### src/rtl/core/mpt_pkg.sv
// Shared constants and types of the multiclass perceptron trainer.
package mpt_pkg;

    localparam int DEF_NEURONS     = 6;
    localparam int DEF_INPUTS      = 31;
    localparam int DEF_WEIGHT_BITS = 16;

    localparam int PIXEL_BITS  = 30;
    localparam int TARGET_BITS = 3;
    localparam int MASK_BITS   = 6;
    localparam int COUNT_BITS  = 3;

    // Step controls broadcast from the sequencer to every neuron.
    typedef struct packed {
        logic clear;   // zero the accumulator before a new item
        logic step;    // rotate the weight line by one position
        logic update;  // rotation rewrites corrected weights
    } mpt_ctl_t;

endpackage

### src/rtl/core/mpt_neuron.sv
// One perceptron: a rotating weight line, a serial accumulator and a saturating update.
module mpt_neuron
    import mpt_pkg::*;
#(
    parameter int INPUTS      = DEF_INPUTS,
    parameter int WEIGHT_BITS = DEF_WEIGHT_BITS
)
(
    input  logic     clk,
    input  logic     rst_n,
    input  mpt_ctl_t ctl,
    input  logic     x,
    input  logic     is_target,
    output logic     fire,
    output logic     correct
);

    localparam int ACC_BITS = WEIGHT_BITS + $clog2(INPUTS) + 1;
    localparam logic signed [WEIGHT_BITS-1:0] W_MAX = {1'b0, {(WEIGHT_BITS-1){1'b1}}};
    localparam logic signed [WEIGHT_BITS-1:0] W_MIN = {1'b1, {(WEIGHT_BITS-1){1'b0}}};

    logic signed [WEIGHT_BITS-1:0] w_reg [INPUTS];
    logic signed [WEIGHT_BITS-1:0] head;
    logic signed [WEIGHT_BITS-1:0] tail_next;
    logic signed [ACC_BITS-1:0]    acc_reg;
    logic signed [ACC_BITS-1:0]    acc_next;

    assign head    = w_reg[0];
    assign fire    = !acc_reg[ACC_BITS-1] && (acc_reg != '0);
    assign correct = is_target ? !fire : fire;

    // The weight at the head re-enters at the tail, corrected when needed.
    always_comb
    begin
        tail_next = head;
        if (ctl.update && correct && x)
        begin
            if (is_target)
            begin
                tail_next = (head == W_MAX) ? head : head + WEIGHT_BITS'(1);
            end
            else
            begin
                tail_next = (head == W_MIN) ? head : head - WEIGHT_BITS'(1);
            end
        end
    end

    always_comb
    begin
        acc_next = acc_reg;
        if (ctl.clear)
        begin
            acc_next = '0;
        end
        else if (ctl.step && !ctl.update && x)
        begin
            acc_next = acc_reg + ACC_BITS'(head);
        end
    end

    always_ff @(posedge clk or negedge rst_n)
    begin
        if (!rst_n)
        begin
            for (int k = 0; k < INPUTS; k++)
            begin
                w_reg[k] <= '0;
            end
            acc_reg <= '0;
        end
        else
        begin
            acc_reg <= acc_next;
            if (ctl.step)
            begin
                for (int k = 0; k < INPUTS - 1; k++)
                begin
                    w_reg[k] <= w_reg[k+1];
                end
                w_reg[INPUTS-1] <= tail_next;
            end
        end
    end

endmodule

### config.mk
export PLATFORM = sky130hd
export DESIGN_NAME = mpt_neuron
export DESIGN_NICKNAME = d
export VERILOG_FILES = /design/src/rtl/core/mpt_pkg.sv /design/src/rtl/core/mpt_neuron.sv
export SDC_FILE = /design/constraint.sdc
export NUM_CORES = 1
export LEC_CHECK = 0
export ABC_AREA = 1
export BUFFER_PORTS_ARGS = -buffer_cell sky130_fd_sc_hd__buf_2
export CAP_MARGIN = 5
export CORE_MARGIN = 10
export CORE_UTILIZATION = 55
export CTS_BUF_LIST = sky130_fd_sc_hd__clkbuf_16
export DETAILED_ROUTE_END_ITERATION = 6
export PLACE_DENSITY = 0.74
export SLEW_MARGIN = 5
export SYNTH_ARGS = -nofsm -noshare
export SYNTH_HDL_FRONTEND = slang
export SYNTH_SLANG_ARGS = --single-unit
### constraint.sdc
create_clock -name clk -period 2.6 [get_ports clk]
set_input_delay 0.13 -clock clk [delete_from_list [all_inputs] [get_ports clk]]
set_output_delay 0.13 -clock clk [all_outputs]
set_load 0.005 [all_outputs]
==> qor.csv <==
metric;value;unit
synthesized flop and latch total;518;
Period minus WS final;2.241;ns
R2R Path End;acc_reg[16];
Power, Total;19.34;mW
# rows;72;
CP delay by family, top;simple AND/OR/NAND/NOR gates;
Final Setup Violations;0;
antenna diode count;0;
highest clock rate;0.4462;GHz
Final period util;86.20;%
nets;2490;
Vias/cell;5.124;
Leak;11.43;nW
CTS Buf Count;52;
Mean Syn Cell Area;8.718;um^2
CP Launch Type;register;
Mapped Nets;2517;
number of flops mapped to enable cells by yosys;0;
DRT Wirelength;41590;um
Post-Syn Instances;2485;
Syn-to-layout area delta;9.513;%
VDD IR max;0.5520;mV
I/O Buffers;8;
vias in the first global route;15010;
Avg WL per Cell;13.82;um
clock-pin slew on the worst setup and hold paths;0.06;ns
Hold Vio Cnt, Final;0;
total grt overflow;0;
die width;218.5;um
critical path type;reg2reg;
WP data arrival;2.73;ns
clock buffer depth;3;
CTS tree;built;
area share of the leading cell type in the synthesized netlist;59.84;%
Initial Utilization;55.79;%
Final Max Tran Viols;0;
router iterations before antenna repair;5;
Synth Cell Area;21660;um^2
CP Max Fanout;7;
asr flop ratio synth;100.0;%
Ports;9;
full die area;47730;um^2
Largest register FFs;480;
Final ANT Viol Nets;0;
Fillers;3296;
Max Cap Violations;0;
min-delay worst type;in2async;
PwrDens;815.2;nW/um^2
RSZ-0062 raised after global routing;no;
core area;38830;um^2
r2r setup slk;0.36;ns
reg2reg start;head[1];
area leader, netlist;dfrtp_1;
hold-fix buffer count after cts;3;
Fin Clk Skew;0.01924;ns
global-route wire length before repair;72560;um
via count;15410;
Resized Gates After CTS;0;
ranking of synthesized cells by area;dfrtp_1, nand2_1, o21ai_0, inv_1, buf_2;
Synth Flop Type;dfrtp_1;
root buffer cell;clkbuf_16;
critical path startpoint;head[1];
Worst slew margin;28.64;%
final setup TNS;0;ns
clock latency on the worst-skew pair;0.61;ns
Clock Sinks;518;
largest stage delay on the critical path;0.48;ns
largest net degree at the start of global routing;252;
height of the die;218.5;um
Buf/Inv on CP;3;
Crit-path slowest cell;dfrtp_1;
worst slew pin tran;1.070;ns
Seq/Total Area, Yosys;59.84;%
status;complete, no violations;
post-CTS setup buffers;0;
Worst Path Required;3.09;ns
share of cells above drive strength 1;5.181;%
yosys synthesis warning count;0;
DRC;0;
routability cong.;0.8967;
initial antenna violation count;0;
H-tree levels;2;
R2R cell count;13;
gr usage total;17.96;%
worst path cell trace;inv_1, fa_1, inv_1, nand2_1, nor2_1, nor2_1, o21ai_0, buf_4, nand3_1, nand2_1, nand2_1, nand3_1, nand2_1;
CP most frequent cell;nand2_1;
Netlist cell types;33;
CP Capture Type;register;
Levels on crit path;13;
DRT iter0 DRCs;1373;
DP Wirelength;25830;um
CP endpoint;acc_reg[16];
-- worst reg2reg max path: cells and delay by family (launching register included) --
family                   cells  cell delay [ns]
AO/OA/AOI/OAI                1             0.15
buffers and inverters        3             0.42
adder cells (fa/ha/maj)      1             0.44
flip-flops                   1             0.48
AND/OR/NAND/NOR              8             0.62
-- synthesized netlist by cell type, drive strengths merged (4+ instances only) --
cell type	instances
nand2	797
dfrtp	518
o21ai	514
inv	287
nor2	86
buf	70
nand3	60
clkbuf	57
a21oi	34
ha	24
xor2	15
nand4	9
nor3	4
-- layout make-up --
| type | count | area (um^2) | share of cell area [%] |
|---|---|---|---|
| clock buffers | 52 | 1301 | 5.485 |
| multi-input cells | 1553 | 7020 | 29.59 |
| flip-flops and latches | 518 | 12960 | 54.64 |
| inverters | 287 | 1092 | 4.604 |
| clock inverters | 34 | 209.0 | 0.8808 |
| repair buffers | 46 | 490.5 | 2.067 |
| well taps | 518 | 648.1 | 2.732 |
-- kinds of logic (layout without fill, tap and decap cells) --
family / count (synthesis) / in the layout / share of synthesized area (%)
xor gates and xnor gates: 15 / 15 / 0.6065
buffers and inverters: 414 / 419 / 7.757
adders and majority gates: 25 / 25 / 1.479
DFF: 518 / 518 / 59.84
AOI/OAI and AO/OA: 552 / 552 / 12.79
and+or+nand+nor: 961 / 961 / 17.53
-- report_power, final --
part | switching (mW) | internal (mW) | total [mW]
sequential | 0.600 | 9.38 | 9.98
clock | 3.05 | 3.71 | 6.76
combinational | 1.73 | 0.873 | 2.60
-- how the worst min path moves through the flow --
stage	to	cells past startpoint	slack [ns]	startpoint
after detailed placement	w_reg[268]	1	0.19	rst_n
after global routing	acc_reg[17]	5	0.12	x
final	w_reg[268]	2	0.13	rst_n
after CTS	acc_reg[17]	5	0.07	x
after global placement	w_reg[268]	1	0.18	rst_n
after floorplan	acc_reg[0]	0	-0.17	rst_n
-- through the flow --
step / setup slack [ns] / area [um^2] / hold slack [ns] / instances / util (%)
after floorplan: 0.6225 / 21660 / -0.1656 / 2485 / -
after global placement: 0.4817 / 22180 / 0.1780 / 2919 / 57.13
final: 0.3589 / 23720 / 0.1313 / 3008 / 61.10
after CTS: 0.3668 / 23720 / 0.07478 / 3008 / 61.10
after global routing: 0.1580 / 23720 / 0.1188 / 3008 / 61.10
after detailed placement: 0.4032 / 22180 / 0.1853 / 2919 / 57.13
-- placed cells by master (no fill, tap or decap), drive strengths merged, types with 3 or more instances in the layout --
cell type / instances
buf: 43
inv: 302
clkinv: 18
o21ai: 514
ha: 24
clkbuf: 52
a21oi: 34
nor3: 4
xor2: 15
nand3: 60
dlygate4sd3: 3
dfrtp: 518
nor2: 86
nand4: 9
nand2: 797
-- per-layer routing --
metal	track usage, %	vias to the layer above	wire [um]
met5	0	-	0
met3	3.315	64	1730
met2	27.53	234	18850
li1	-	7747	-
met4	5.624	0	952
met1	25.55	7368	20060
Power figures use the tool's default switching activity.
